`src/rtl/assert_macros.svh`:
```
`ifndef ASSERT_MACROS_SVH
`define ASSERT_MACROS_SVH

// same-cycle implication
`define ASSERT_IMPL(name, clk, rst, ante, cons, msg) \
   name: assert property (@(posedge clk) disable iff (rst) (ante) |-> (cons)) \
      else $error(msg);

// next-cycle implication
`define ASSERT_NEXT(name, clk, rst, ante, cons, msg) \
   name: assert property (@(posedge clk) disable iff (rst) (ante) |=> (cons)) \
      else $error(msg);

`endif

```
`src/rtl/mlcfp_pkg.sv`:
```
`default_nettype none

package mlcfp_pkg;

   localparam logic [31:0] CRC_POLY = 32'hEDB88320;
   localparam logic [31:0] CRC_INIT = 32'hFFFFFFFF;

   localparam int MAGIC_BYTES = 4;
   localparam int HDR_END     = 12;
   localparam int CRC_BYTES   = 4;
   localparam int EXP_W       = 12;
   localparam int LEN_W       = 11;
   localparam int IDX_W       = 10;

   typedef enum logic [1:0] {
      OUT_NEED  = 2'd0,
      OUT_NOISE = 2'd1,
      OUT_ERROR = 2'd2,
      OUT_READY = 2'd3
   } outcome_type;

   typedef enum logic [2:0] {
      ERR_OK      = 3'd0,
      ERR_TIMEOUT = 3'd1,
      ERR_BADLEN  = 3'd2,
      ERR_BADVER  = 3'd3,
      ERR_BADCRC  = 3'd4
   } err_type;

   typedef enum logic [1:0] {
      CSR_MAGIC   = 2'd0,
      CSR_TIMEOUT = 2'd1,
      CSR_MAXLEN  = 2'd2,
      CSR_VERSION = 2'd3
   } csr_index_type;

endpackage

`default_nettype wire

```
`src/rtl/magic_length_crc32_frame_parser_core.sv`:
```
// Channel | Ports           | Direction | Word
// --------+-----------------+-----------+----------------------------------------
// req     | req_valid/stall | in        | rx_byte, now_ms
// rsp     | rsp_valid/stall | out       | outcome, last_error, payload, header
// csr     | csr_write       | in        | index 0..3, data up to 32 bits
//
// One word per cycle sustained while rsp_stall is low; each accepted word gives one
// result word (input register, then CRC byte update and framing compares into the
// result register).
// Reset clears framing state, result and input valid, and loads register defaults.
// rsp_stall holds the result; the input register keeps one more word, and
// req_stall rises only while both are full and the result is stalled.
`default_nettype none

module magic_length_crc32_frame_parser_core
   import mlcfp_pkg::*;
#(
   parameter int MAX_PAYLOAD = 1024,
   parameter int FRAME_BYTES = 1040
)
(
   input  wire logic        clock,
   input  wire logic        reset,

   input  wire logic        req_valid,
   output logic             req_stall,
   input  wire logic [7:0]  req_rx_byte,
   input  wire logic [31:0] req_now_ms,

   output logic             rsp_valid,
   input  wire logic        rsp_stall,
   output logic [1:0]       rsp_outcome,
   output logic [2:0]       rsp_last_error,
   output logic             rsp_payload_valid,
   output logic [7:0]       rsp_payload_byte,
   output logic [9:0]       rsp_payload_index,
   output logic [7:0]       rsp_command_code,
   output logic [7:0]       rsp_flag_bits,
   output logic [7:0]       rsp_peer_status,
   output logic [15:0]      rsp_sequence_number,
   output logic [10:0]      rsp_body_length,

   input  wire logic        csr_write,
   input  wire logic [1:0]  csr_index,
   input  wire logic [31:0] csr_wdata
);

`include "assert_macros.svh"

   localparam int CNT_W = $clog2(FRAME_BYTES + 1);
   localparam int CMP_W = (CNT_W > EXP_W) ? CNT_W : EXP_W;
   localparam int SUM_W = CMP_W + 1;

   // configuration
   logic [31:0]      magic_word_ff;
   logic [31:0]      timeout_ms_ff;
   logic [LEN_W-1:0] max_payload_ff;
   logic [7:0]       protocol_version_ff;

   always_ff @(posedge clock) begin
      if (reset) begin
         magic_word_ff       <= 32'd0;
         timeout_ms_ff       <= 32'd1000;
         max_payload_ff      <= LEN_W'(MAX_PAYLOAD);
         protocol_version_ff <= 8'd1;
      end else if (csr_write) begin
         unique case (csr_index)
            CSR_MAGIC:   magic_word_ff       <= csr_wdata;
            CSR_TIMEOUT: timeout_ms_ff       <= csr_wdata;
            CSR_MAXLEN:  max_payload_ff      <= csr_wdata[LEN_W-1:0];
            CSR_VERSION: protocol_version_ff <= csr_wdata[7:0];
            default:     magic_word_ff       <= magic_word_ff;
         endcase
      end
   end

   // handshake
   logic in_valid_ff, in_valid_in;
   logic [7:0]  in_byte_ff;
   logic [31:0] in_now_ff;
   logic rsp_valid_ff, rsp_valid_in;
   logic out_adv, fire, req_take;

   assign out_adv   = !rsp_valid_ff || !rsp_stall;
   assign fire      = in_valid_ff && out_adv;
   assign req_stall = in_valid_ff && !out_adv;
   assign req_take  = req_valid && !req_stall;

   assign in_valid_in  = req_take ? 1'b1 : (fire ? 1'b0 : in_valid_ff);
   assign rsp_valid_in = fire ? 1'b1 : ((rsp_valid_ff && !rsp_stall) ? 1'b0 : rsp_valid_ff);

   always_ff @(posedge clock) begin
      if (reset) begin
         in_valid_ff  <= 1'b0;
         rsp_valid_ff <= 1'b0;
      end else begin
         in_valid_ff  <= in_valid_in;
         rsp_valid_ff <= rsp_valid_in;
      end
   end

   always_ff @(posedge clock) begin
      if (req_take) begin
         in_byte_ff <= req_rx_byte;
         in_now_ff  <= req_now_ms;
      end
   end

   // framing state
   logic [CNT_W-1:0] frame_count_ff, frame_count_in;
   logic [EXP_W-1:0] expected_total_ff, expected_total_in;
   logic [31:0]      last_time_ff;
   err_type          error_code_ff, error_code_in;
   logic [31:0]      crc_running_ff, crc_running_in;
   logic [7:0]       header_ff [8];
   logic [31:0]      received_crc_ff, received_crc_in;
   logic             hdr_we;
   logic [2:0]       hdr_wa;

   // timeout restart
   logic [31:0]      gap;
   logic             timed_out;
   logic [CNT_W-1:0] cnt_e;
   logic [EXP_W-1:0] exp_e;
   logic [31:0]      crc_e;
   err_type          err_e;
   logic [31:0]      crc_upd;
   logic [SUM_W-1:0] pos_x, exp_x;
   logic [7:0]       magic_sel;
   logic [15:0]      len;
   logic [1:0]       crc_sel;

   assign gap       = in_now_ff - last_time_ff;
   assign timed_out = (frame_count_ff != '0) && (gap > timeout_ms_ff);
   assign cnt_e     = timed_out ? '0 : frame_count_ff;
   assign exp_e     = timed_out ? '0 : expected_total_ff;
   assign crc_e     = timed_out ? CRC_INIT : crc_running_ff;
   assign err_e     = timed_out ? ERR_TIMEOUT : error_code_ff;
   assign pos_x     = SUM_W'(cnt_e);
   assign exp_x     = SUM_W'(exp_e);
   assign magic_sel = magic_word_ff[{cnt_e[1:0], 3'b000} +: 8];
   assign len       = {in_byte_ff, header_ff[6]};
   assign crc_sel   = 2'(pos_x[1:0] - exp_x[1:0]);

   mlcfp_crc_byte u_crc (
      .crc_i  (crc_e),
      .data_i (in_byte_ff),
      .crc_o  (crc_upd)
   );

   outcome_type outcome_c;
   logic        pv_c;
   logic [7:0]  pb_c;
   logic [9:0]  pi_c;
   logic [7:0]  cmd_c, flg_c, sts_c;
   logic [15:0] seq_c;
   logic [10:0] plen_c;

   always_comb begin
      frame_count_in    = cnt_e;
      expected_total_in = exp_e;
      crc_running_in    = crc_e;
      error_code_in     = err_e;
      received_crc_in   = received_crc_ff;
      hdr_we            = 1'b0;
      hdr_wa            = 3'(pos_x[2:0] - 3'd4);
      outcome_c         = OUT_NEED;
      pv_c              = 1'b0;
      pb_c              = 8'd0;
      pi_c              = 10'd0;
      cmd_c             = 8'd0;
      flg_c             = 8'd0;
      sts_c             = 8'd0;
      seq_c             = 16'd0;
      plen_c            = 11'd0;

      if (pos_x < SUM_W'(MAGIC_BYTES)) begin
         if (in_byte_ff == magic_sel) begin
            frame_count_in = CNT_W'(cnt_e + 1'b1);
         end else begin
            // resync on the first magic byte
            frame_count_in    = (in_byte_ff == magic_word_ff[7:0]) ? CNT_W'(1) : '0;
            expected_total_in = '0;
            crc_running_in    = CRC_INIT;
            error_code_in     = ERR_OK;
            outcome_c         = OUT_NOISE;
         end
      end else if (pos_x >= SUM_W'(FRAME_BYTES)) begin
         frame_count_in    = '0;
         expected_total_in = '0;
         crc_running_in    = CRC_INIT;
         error_code_in     = ERR_BADLEN;
         outcome_c         = OUT_ERROR;
      end else begin
         frame_count_in = CNT_W'(cnt_e + 1'b1);
         if (pos_x < SUM_W'(HDR_END)) begin
            hdr_we         = 1'b1;
            crc_running_in = crc_upd;
         end else if (pos_x + SUM_W'(CRC_BYTES) < exp_x) begin
            crc_running_in = crc_upd;
            pv_c           = 1'b1;
            pb_c           = in_byte_ff;
            pi_c           = 10'(pos_x - SUM_W'(HDR_END));
         end else begin
            received_crc_in[{crc_sel, 3'b000} +: 8] = in_byte_ff;
         end

         if (pos_x == SUM_W'(HDR_END - 1)) begin
            if (len > 16'(max_payload_ff)) begin
               frame_count_in    = '0;
               expected_total_in = '0;
               crc_running_in    = CRC_INIT;
               error_code_in     = ERR_BADLEN;
               outcome_c         = OUT_ERROR;
            end else begin
               expected_total_in = EXP_W'(HDR_END + CRC_BYTES) + EXP_W'(len[LEN_W-1:0]);
            end
         end

         if (outcome_c == OUT_NEED && expected_total_in != '0 &&
             SUM_W'(frame_count_in) == SUM_W'(expected_total_in)) begin
            priority if (header_ff[0] != protocol_version_ff) begin
               error_code_in = ERR_BADVER;
               outcome_c     = OUT_ERROR;
            end else if ((crc_e ^ CRC_INIT) != received_crc_in) begin
               error_code_in = ERR_BADCRC;
               outcome_c     = OUT_ERROR;
            end else begin
               error_code_in = ERR_OK;
               outcome_c     = OUT_READY;
               cmd_c         = header_ff[1];
               flg_c         = header_ff[2];
               sts_c         = header_ff[3];
               seq_c         = {header_ff[5], header_ff[4]};
               plen_c        = {header_ff[7][2:0], header_ff[6]};
            end
            frame_count_in    = '0;
            expected_total_in = '0;
            crc_running_in    = CRC_INIT;
         end
      end
   end

   always_ff @(posedge clock) begin
      if (reset) begin
         frame_count_ff    <= '0;
         expected_total_ff <= '0;
         last_time_ff      <= 32'd0;
         error_code_ff     <= ERR_OK;
         crc_running_ff    <= CRC_INIT;
      end else if (fire) begin
         frame_count_ff    <= frame_count_in;
         expected_total_ff <= expected_total_in;
         last_time_ff      <= in_now_ff;
         error_code_ff     <= error_code_in;
         crc_running_ff    <= crc_running_in;
      end
   end

   always_ff @(posedge clock) begin
      if (fire) begin
         received_crc_ff <= received_crc_in;
         if (hdr_we) begin
            header_ff[hdr_wa] <= in_byte_ff;
         end
      end
   end

   // result register
   always_ff @(posedge clock) begin
      if (fire) begin
         rsp_outcome         <= outcome_c;
         rsp_last_error      <= error_code_in;
         rsp_payload_valid   <= pv_c;
         rsp_payload_byte    <= pb_c;
         rsp_payload_index   <= pi_c;
         rsp_command_code    <= cmd_c;
         rsp_flag_bits       <= flg_c;
         rsp_peer_status     <= sts_c;
         rsp_sequence_number <= seq_c;
         rsp_body_length     <= plen_c;
      end
   end

   assign rsp_valid = rsp_valid_ff;

   `ASSERT_IMPL(a_payload_not_final, clock, reset, rsp_valid && rsp_payload_valid, rsp_outcome == OUT_NEED, "payload word closed a frame")
   `ASSERT_IMPL(a_count_bound, clock, reset, 1'b1, SUM_W'(frame_count_ff) <= SUM_W'(FRAME_BYTES), "frame count past frame size")
   `ASSERT_IMPL(a_total_after_header, clock, reset, expected_total_ff != '0, SUM_W'(frame_count_ff) >= SUM_W'(HDR_END), "frame size set before header end")
   `ASSERT_NEXT(a_ready_clears_error, clock, reset, fire && outcome_c == OUT_READY, rsp_valid && rsp_last_error == ERR_OK, "ready word without ok status")

endmodule

`default_nettype wire

```
`src/rtl/mlcfp_crc_byte.sv`:
```
`default_nettype none

module mlcfp_crc_byte
   import mlcfp_pkg::*;
(
   input  wire logic [31:0] crc_i,
   input  wire logic [7:0]  data_i,
   output logic      [31:0] crc_o
);

   always_comb begin
      logic [31:0] c;
      c = crc_i ^ {24'd0, data_i};
      for (int k = 0; k < 8; k++) begin
         c = (c >> 1) ^ (c[0] ? CRC_POLY : 32'd0);
      end
      crc_o = c;
   end

endmodule

`default_nettype wire
```
`config.mk`:
```
export PLATFORM = sky130hd
export DESIGN_NAME = magic_length_crc32_frame_parser_core
export DESIGN_NICKNAME = d
export VERILOG_FILES = /design/src/rtl/mlcfp_pkg.sv /design/src/rtl/magic_length_crc32_frame_parser_core.sv /design/src/rtl/mlcfp_crc_byte.sv
export VERILOG_INCLUDE_DIRS = /design/src /design/src/rtl
export SDC_FILE = /design/constraint.sdc
export NUM_CORES = 1
export LEC_CHECK = 0
export BUFFER_PORTS_ARGS = -buffer_cell sky130_fd_sc_hd__buf_2
export CAP_MARGIN = 25
export CORE_UTILIZATION = 50
export DETAILED_ROUTE_END_ITERATION = 12
export PLACE_DENSITY = 0.69
export SLEW_MARGIN = 20
export SYNTH_ARGS = -nofsm -noshare
export SYNTH_HDL_FRONTEND = slang
export SYNTH_SLANG_ARGS = --single-unit
```
`constraint.sdc`:
```
create_clock -name clock -period 10.46 [get_ports clock]
set_clock_uncertainty 0.15 [all_clocks]
set_input_delay 0.523 -clock clock [delete_from_list [all_inputs] [get_ports clock]]
set_output_delay 0.523 -clock clock [all_outputs]
set_load 0.02 [all_outputs]
```
After elaboration in Yosys (flattened, before gate mapping)

Memory sizes are Yosys's and may differ from the RTL's. A register that Yosys moved wholly into a read port is not among the register bits.
Index checks and enable logic that the tools add are counted.

Memory bits (read-only): 0
Memories: 1
Latch bits: 0
Flip-flop bits (word level): 282
Word-level logic and storage cells: 158
RAM bits: 64
Output and inout bits: 77

Reductions and logical operators: 26
Magnitude comparators: 6
Equal/unequal tests: 9
Shift operators: 3
Multipliers: 0
Mux-type cells: 71
$add $sub $neg: 8
Div/mod/pow operators: 0
Bitwise gates (word level): 14

Memory list:

| name      | words | width | rd ports | clocked after memory_dff | write ports | RTL line                                    | RTL |
|---|---|---|---|---|---|---|---|
| header_ff | 8     | 8     | 8        | 6                        | 1           | magic_length_crc32_frame_parser_core.sv:115 | `logic [7:0] header_ff [8];` |

Operators by type and width:

| operator                                             | count |
|---|---|
| two-way mux 32 bit                                   | 21 |
| bitwise XOR 31 x 32 -> 32 bit                        | 8 |
| two-way mux 12 bit                                   | 9 |
| two-way mux 11 bit                                   | 9 |
| bitwise mux 32 bit                                   | 1 |
| greater-than comparator 32 bit                       | 1 |
| inequality test 32 bit                               | 1 |
| NOT 32 bit                                           | 1 |
| variable shift 8 x 7 -> 32 bit, first input constant | 1 |
| indexed part select 32 x 6 -> 8 bit                  | 1 |
| indexed part select 8 x 7 -> 32 bit                  | 1 |
| subtractor 32 bit                                    | 1 |
| bitwise XOR 32 x 8 -> 32 bit                         | 1 |
| two-way mux 3 bit                                    | 9 |
| == test 8 bit                                        | 2 |
| greater-than comparator 16 x 11 -> 1 bit             | 1 |
| two-way mux 1 bit                                    | 15 |
| two-way mux 2 bit                                    | 7 |
| adder 11 x 3 -> 12 bit, second input constant        | 1 |
| adder 5 x 11 -> 12 bit, first input constant         | 1 |
| == test 11 x 12 -> 1 bit                             | 1 |
| < comparator 12 bit                                  | 1 |
| nonzero test 12 bit                                  | 1 |
| adder 11 x 1 -> 11 bit, second input constant        | 1 |
| 23 further kinds                                     | 41 |

Depth between registers and ports, before layout

Depth after elaboration: 28
Depth in mapped cells: 45
Mapped depth without buffers: 37

Modules after synthesis

Synthesis repeated with hierarchy kept, for this count alone.

Cell total of the unflattened synthesis: 2138
Area total of the unflattened synthesis: 20357.0 µm²

By module, submodules not included:

| module                               | cells an instance | area an instance (µm²) | times used |
|---|---|---|---|
| magic_length_crc32_frame_parser_core | 2067              | 19545.0                | 1 |
| mlcfp_crc_byte                       | 71                | 812.0                  | 1 |

Least setup slack after synthesis

No wires, ideal clock.

Kind: register to register
Start: register in_now_ff[0]
End: register rsp_body_length[1], read port of header_ff, data pin
Buffers on the path: 6
Cell stages (with the launch flop): 43
Setup time: 0.131 ns
Arrival time: 9.379 ns
Slack: 0.800 ns
Period minus slack after synthesis: 9.660 ns
Cell sequence: edfxtp_1 > inv_1 > ha_1 > inv_1 > fa_1 > a21o_1 > a21o_1 > a32oi_1 > a2111oi_0 > o2111ai_1 > a31oi_1 > a21oi_1 > o21ai_0 > a21oi_1 > o31ai_1 > xor2_1 > ha_1 > nand4_1 > [7 not listed] > clkbuf_1 > clkbuf_1 > and2_1 > ha_1 > fa_1 > inv_1 > ha_1 > nor3_1 > and2_1 > xor2_1 > nand3_1 > a21boi_0 > mux2i_1 > a32o_1 > or4_4 > nor4_4 > buf_6 > and2_1

Cells in the longest elaborated chain, start to end: 14
Elaborated cells on any way between the ends: 41

Ends and longest elaborated chain:

| item                                                                                  | RTL line                                                                                 | RTL |
|---|---|---|
| start, declared                                                                       | magic_length_crc32_frame_parser_core.sv:80                                               | `logic [31:0] in_now_ff;` |
| start signal, assigned                                                                | magic_length_crc32_frame_parser_core.sv:105                                              | `in_now_ff <= req_now_ms;` |
| subtractor 32 bit *                                                                   | magic_length_crc32_frame_parser_core.sv:133                                              | `assign gap = in_now_ff - last_time_ff;` |
| greater-than comparator 32 bit *                                                      | magic_length_crc32_frame_parser_core.sv:134                                              | `assign timed_out = (frame_count_ff != '0) && (gap > timeout_ms_ff);` |
| logical AND 1 bit *                                                                   | magic_length_crc32_frame_parser_core.sv:134                                              |  |
| two-way mux 11 bit or two-way mux 12 bit (tied branches)                              | magic_length_crc32_frame_parser_core.sv:135, magic_length_crc32_frame_parser_core.sv:136 |  |
| subtractor 2 bit                                                                      | magic_length_crc32_frame_parser_core.sv:143                                              | `assign crc_sel = 2'(pos_x[1:0] - exp_x[1:0]);` |
| negation 5 -> 7 bit                                                                   | magic_length_crc32_frame_parser_core.sv:205                                              | `received_crc_in[{crc_sel, 3'b000} +: 8] = in_byte_ff;` |
| indexed part select 8 x 7 -> 32 bit or variable shift 8 x 7 -> 32 bit (tied branches) | magic_length_crc32_frame_parser_core.sv:205                                              |  |
| bitwise mux 32 bit                                                                    | magic_length_crc32_frame_parser_core.sv:205                                              |  |
| two-way mux 32 bit                                                                    | magic_length_crc32_frame_parser_core.sv:199                                              | `end else if (pos_x + SUM_W'(CRC_BYTES) < exp_x) begin` |
| two-way mux 32 bit                                                                    | magic_length_crc32_frame_parser_core.sv:196                                              | `if (pos_x < SUM_W'(HDR_END)) begin` |
| two-way mux 32 bit                                                                    | magic_length_crc32_frame_parser_core.sv:188                                              | `end else if (pos_x >= SUM_W'(FRAME_BYTES)) begin` |
| two-way mux 32 bit                                                                    | magic_length_crc32_frame_parser_core.sv:177                                              | `if (pos_x < SUM_W'(MAGIC_BYTES)) begin` |
| inequality test 32 bit                                                                | magic_length_crc32_frame_parser_core.sv:225                                              | `end else if ((crc_e ^ CRC_INIT) != received_crc_in) begin` |
| OR reduction 5 bit (no line) *                                                        | n/a                                                                                      |  |
| end, declared                                                                         | magic_length_crc32_frame_parser_core.sv:41                                               | `output logic [10:0] rsp_body_length,` |

Mark *: on every way between the ends. The rest lies on a longest branch, timed or not. The select of a mux whose other input is x is not followed.
A chain may end at the register's enable or synchronous reset.

Final worst setup path

Start: register in_now_ff[1]
End: register error_code_ff[2]

Cells in the longest elaborated chain, start to end: 18
Elaborated cells on any way between the ends: 50

Ends and longest elaborated chain:

| item                                                                                  | RTL line                                                                                 | RTL |
|---|---|---|
| subtractor 32 bit *                                                                   | magic_length_crc32_frame_parser_core.sv:133                                              |  |
| greater-than comparator 32 bit *                                                      | magic_length_crc32_frame_parser_core.sv:134                                              |  |
| logical AND 1 bit *                                                                   | magic_length_crc32_frame_parser_core.sv:134                                              |  |
| two-way mux 11 bit or two-way mux 12 bit (tied branches)                              | magic_length_crc32_frame_parser_core.sv:135, magic_length_crc32_frame_parser_core.sv:136 |  |
| subtractor 2 bit                                                                      | magic_length_crc32_frame_parser_core.sv:143                                              |  |
| negation 5 -> 7 bit                                                                   | magic_length_crc32_frame_parser_core.sv:205                                              |  |
| indexed part select 8 x 7 -> 32 bit or variable shift 8 x 7 -> 32 bit (tied branches) | magic_length_crc32_frame_parser_core.sv:205                                              |  |
| bitwise mux 32 bit                                                                    | magic_length_crc32_frame_parser_core.sv:205                                              |  |
| [2 not listed]                                                                        | n/a                                                                                      |  |
| two-way mux 32 bit                                                                    | magic_length_crc32_frame_parser_core.sv:188                                              |  |
| two-way mux 32 bit                                                                    | magic_length_crc32_frame_parser_core.sv:177                                              |  |
| inequality test 32 bit                                                                | magic_length_crc32_frame_parser_core.sv:225                                              |  |
| two-way mux 3 bit                                                                     | magic_length_crc32_frame_parser_core.sv:225                                              |  |
| two-way mux 3 bit                                                                     | magic_length_crc32_frame_parser_core.sv:222                                              | `priority if (header_ff[0] != protocol_version_ff) begin` |
| two-way mux 3 bit                                                                     | magic_length_crc32_frame_parser_core.sv:220                                              | `if (outcome_c == OUT_NEED && expected_total_in != '0 &&` |
| two-way mux 3 bit                                                                     | magic_length_crc32_frame_parser_core.sv:188                                              |  |
| two-way mux 3 bit *                                                                   | magic_length_crc32_frame_parser_core.sv:177                                              |  |
| end signal, assigned                                                                  | magic_length_crc32_frame_parser_core.sv:255                                              | `error_code_ff <= error_code_in;` |
| end, declared                                                                         | magic_length_crc32_frame_parser_core.sv:113                                              | `err_type error_code_ff, error_code_in;` |

Marks and branches as above.

==> key figures <==
Logic synthesis
  • Post-Synthesis Cells: roughly 2100
  • Seq cells post-synth: about 380
  • Top post-synthesis cells by count: 336 x nand2_1, 206 x edfxtp_1, 188 x a21oi_1, 175 x dfxtp_1, 133 x nor2_1
  • Syn Area/Cell: between 9 and 10 um2
  • Asr flop ratio synth: 0%
  • Synth unique cells: 92
  • Cell taking the most area after synthesis: edfxtp_1
  • Ys Warns: 0
  • Top post-synthesis cells by area: edfxtp_1 30%, dfxtp_1 17%, nand2_1 6.2%, ha_1 5.6%, a21oi_1 4.6%
  • Yosys top cell area share: 30.4%
  • Main synth FF type: edfxtp_1
  • Number of synthesized flops with an enable pin: approximately 210
  • Seq/Total Area, Yosys: between 40 and 50%
  • Mapped Area: 20300 um2
  • Synthesized net count: 2319
  • Most numerous cell in the Yosys netlist: nand2_1

Power
  • VDD IR max: between 0.1 and 0.15 mV
  • Internal: between 2000 and 3000 uW
  • PD cells: ~150 nW/um2
  • Switch share: roughly 25%
  • Switching power: ~920 uW
  • P_leak: between 0.008 and 0.009 uW
  • Logic pwr share: between 10% and 20%
  • Clk network pwr share: ~42%
  • Share of power burned in registers: a little under half

Drt
  • DR vias/cell: between 5 and 6
  • Routed len/inst: a little over 20 um
  • DR DRC count: 0
  • Total number of vias: 16826
  • Initial DRC Count: between 1000 and 1500
  • DRT Wirelength: between 50000 and 60000 um
  • DRT antenna net count: 0
  • First-pass DRT Iterations: 5

CTS
  • Worst-path clk slew: 0.07 ns
  • Total CTS buffers: 42
  • Post-CTS setup buffers: 0
  • CTS tree: built
  • H-tree level count: 2
  • Clk Latency, worst-skew pair: roughly 0.57 ns
  • Worst-case clock buffer depth: 3
  • Total clock sinks: between 300 and 400
  • CTS root buffer: clkbuf_16

Timing
  • Slew headroom: 36.3%
  • Fin worst setup slack: roughly 0.57 ns
  • RSZ-0062 raised after global routing: false
  • # setup viols final: 0
  • Min Tclk post-route: ~9.9 ns
  • Max Slew Vio Count: 0
  • Final setup TNS: 0 ns
  • Slew @ Worst Pin: 0.951 ns
  • Max Clk Rate: ~100 MHz
  • Final worst path period share: between 90% and 100%
  • Hold Vio Cnt, Final: 0

Floorplanning
  • CORE AREA: roughly 40000 um2
  • Initial Util: about half
  • # rows: 73
  • Die Y-Extent: around 200 um
  • Width of the chip: 204 um
  • Die area: 41500 um2
  • Top Ports: approximately 160

GRT
  • Largest net degree at the start of global routing: 71
  • Initial antenna violation count: 0
  • Gr usage total: between 20 and 30%
  • Global-route wire length before repair: 90200 um
  • Remaining Overflow, GRT: 0
  • Number of global-route vias before repair: 16205

Critical path
  • Crit path DAT: between 10 and 15 ns
  • Worst path max stage delay: around 0.62 ns
  • Crit Path Category: reg2reg
  • Slowest CP cell: or4_1
  • Max FO, Critical Path: 23
  • Worst path required time: approximately 11 ns
  • Critical Path Sink Type: register
  • CP Launch Type: register

Min path
  • Type of the worst min-delay path: in2reg

Placement
  • Buffers on Ports: about 160
  • DP Wirelength: slightly above 40000 um
  • GP Congestion: between 0.9 and 1
  • Setup WS pre-CTS: just under 0.3 ns

Layout
  • Area grow syn2layout: 15.6%
  • Layout cells sized above 1: approximately an eighth
  • Final nets: ~2500
  • Fillers: between 3000 and 4000

Run
  • Max-Cap Viols: 0

Run status
  • Outcome: completed
state kept, by name (all words and copies together), names as in the netlist, 10 cells and up:
name and flops:
crc_running_ff 32, expected_total_ff 12, frame_count_ff 11, header_ff 59
in_now_ff 32, last_time_ff 32, magic_word_ff 32, max_payload_ff 11
received_crc_ff 32, rsp_body_length 11, rsp_payload_index 10, rsp_sequence_number 16
timeout_ms_ff 32
metrics by stage:
stage                     hold slack [ns]  cell area (um2)  power [uW]  util, %  cells
after floorplan                     0.282            20300        1970        -   2147
after global placement              0.291            21600        2090     54.1   2754
after detailed placement            0.298            21600        2100     54.2   2755
after CTS                          0.0319            23400        3630     58.7   2871
after global routing               0.0623            23500        3730     58.8   2874
final                              0.0580            23500        3610     58.8   2875
power groups by stage:
stage / registers [uW] / clock network (uW) / logic, uW
floorplan: 1680 / 0 / 291
global placement: 1670 / 0 / 420
detailed placement: 1670 / 0 / 432
CTS: 1630 / 1550 / 447
global route: 1640 / 1600 / 495
finish: 1630 / 1530 / 452
cell families after synthesis:
family	count (synthesis)	share of synthesized area (%)
buffers and inverters	231	4.68
XOR/XNOR	167	7.44
AND/OR/NAND/NOR	751	17.6
adder cells (fa/ha/maj)	94	5.85
multiplexers	16	0.806
AO/OA/AOI/OAI	507	16.0
flip-flops	381	47.7
what timing repair did:
action / in CTS / in global routing
hold buffers: 40 / 0
setup endpoints to repair: 0 / 54
resized for setup: 0 / 8
hold endpoints to repair: 40 / 0
worst max-delay path: cells and delay by family (launching register included):
kind            cells  cell delay [ns]
buf+inv             2             0.42
flops               1             0.44
xor+xnor            1             0.07
simple gates       10             2.59
fa+ha+maj           3             0.93
compound gates     19             5.15
area by class of cell:
cell class | count | area (um2) | area share, %
well taps | 525 | 657 | 2.80
flip-flops and latches | 381 | 9690 | 41.3
repair buffers | 247 | 1590 | 6.78
clock buffers | 54 | 1160 | 4.93
multi-input cells | 1535 | 9720 | 41.4
diodes | 1 | 2.50 | 0.0107
clock inverters | 22 | 250 | 1.07
inverters | 110 | 415 | 1.77
layer usage:
metal / up-vias / track usage [%] / part of all wire [%]
li1: 7965 / - / -
met1: 8008 / 34.6 / 41
met2: 674 / 47.2 / 47
met3: 179 / 4.28 / 6.9
met4: 0 / 15.9 / 5.5
met5: - / 0 / 0
worst paths after layout:
| kind | slack (ns) | cells after the start | end | start |
|---|---|---|---|---|
| worst min-delay path | 0.06 | 3 | in_valid_ff | req_valid |
| worst max register to register | 0.57 | 35 | error_code_ff[2] | in_now_ff[1] |
| worst min register to register | 0.30 | 2 | last_time_ff[3] | last_time_ff[3] |
| worst max-delay path | 0.57 | 35 | error_code_ff[2] | in_now_ff[1] |
cells in the final DEF (no fill, tap or decap), types with 19 or more instances in the layout:
| cell | n |
|---|---|
| and2_1 | 67 |
| o21ai_0 | 68 |
| o22a_1 | 20 |
| a21oi_1 | 187 |
| edfxtp_1 | 206 |
| xnor2_1 | 104 |
| inv_1 | 108 |
| dlygate4sd3_1 | 40 |
| nor3_1 | 38 |
| buf_4 | 48 |
| dfxtp_1 | 175 |
| nand4_1 | 26 |
| o22ai_1 | 19 |
| clkbuf_16 | 44 |
| a31oi_1 | 22 |
| nand2_1 | 335 |
| and3_1 | 21 |
| nor2_1 | 133 |
| nand3_1 | 37 |
| buf_2 | 154 |
| ha_1 | 91 |
| xor2_1 | 59 |
No activity file was read; power rests on OpenSTA's default activity.
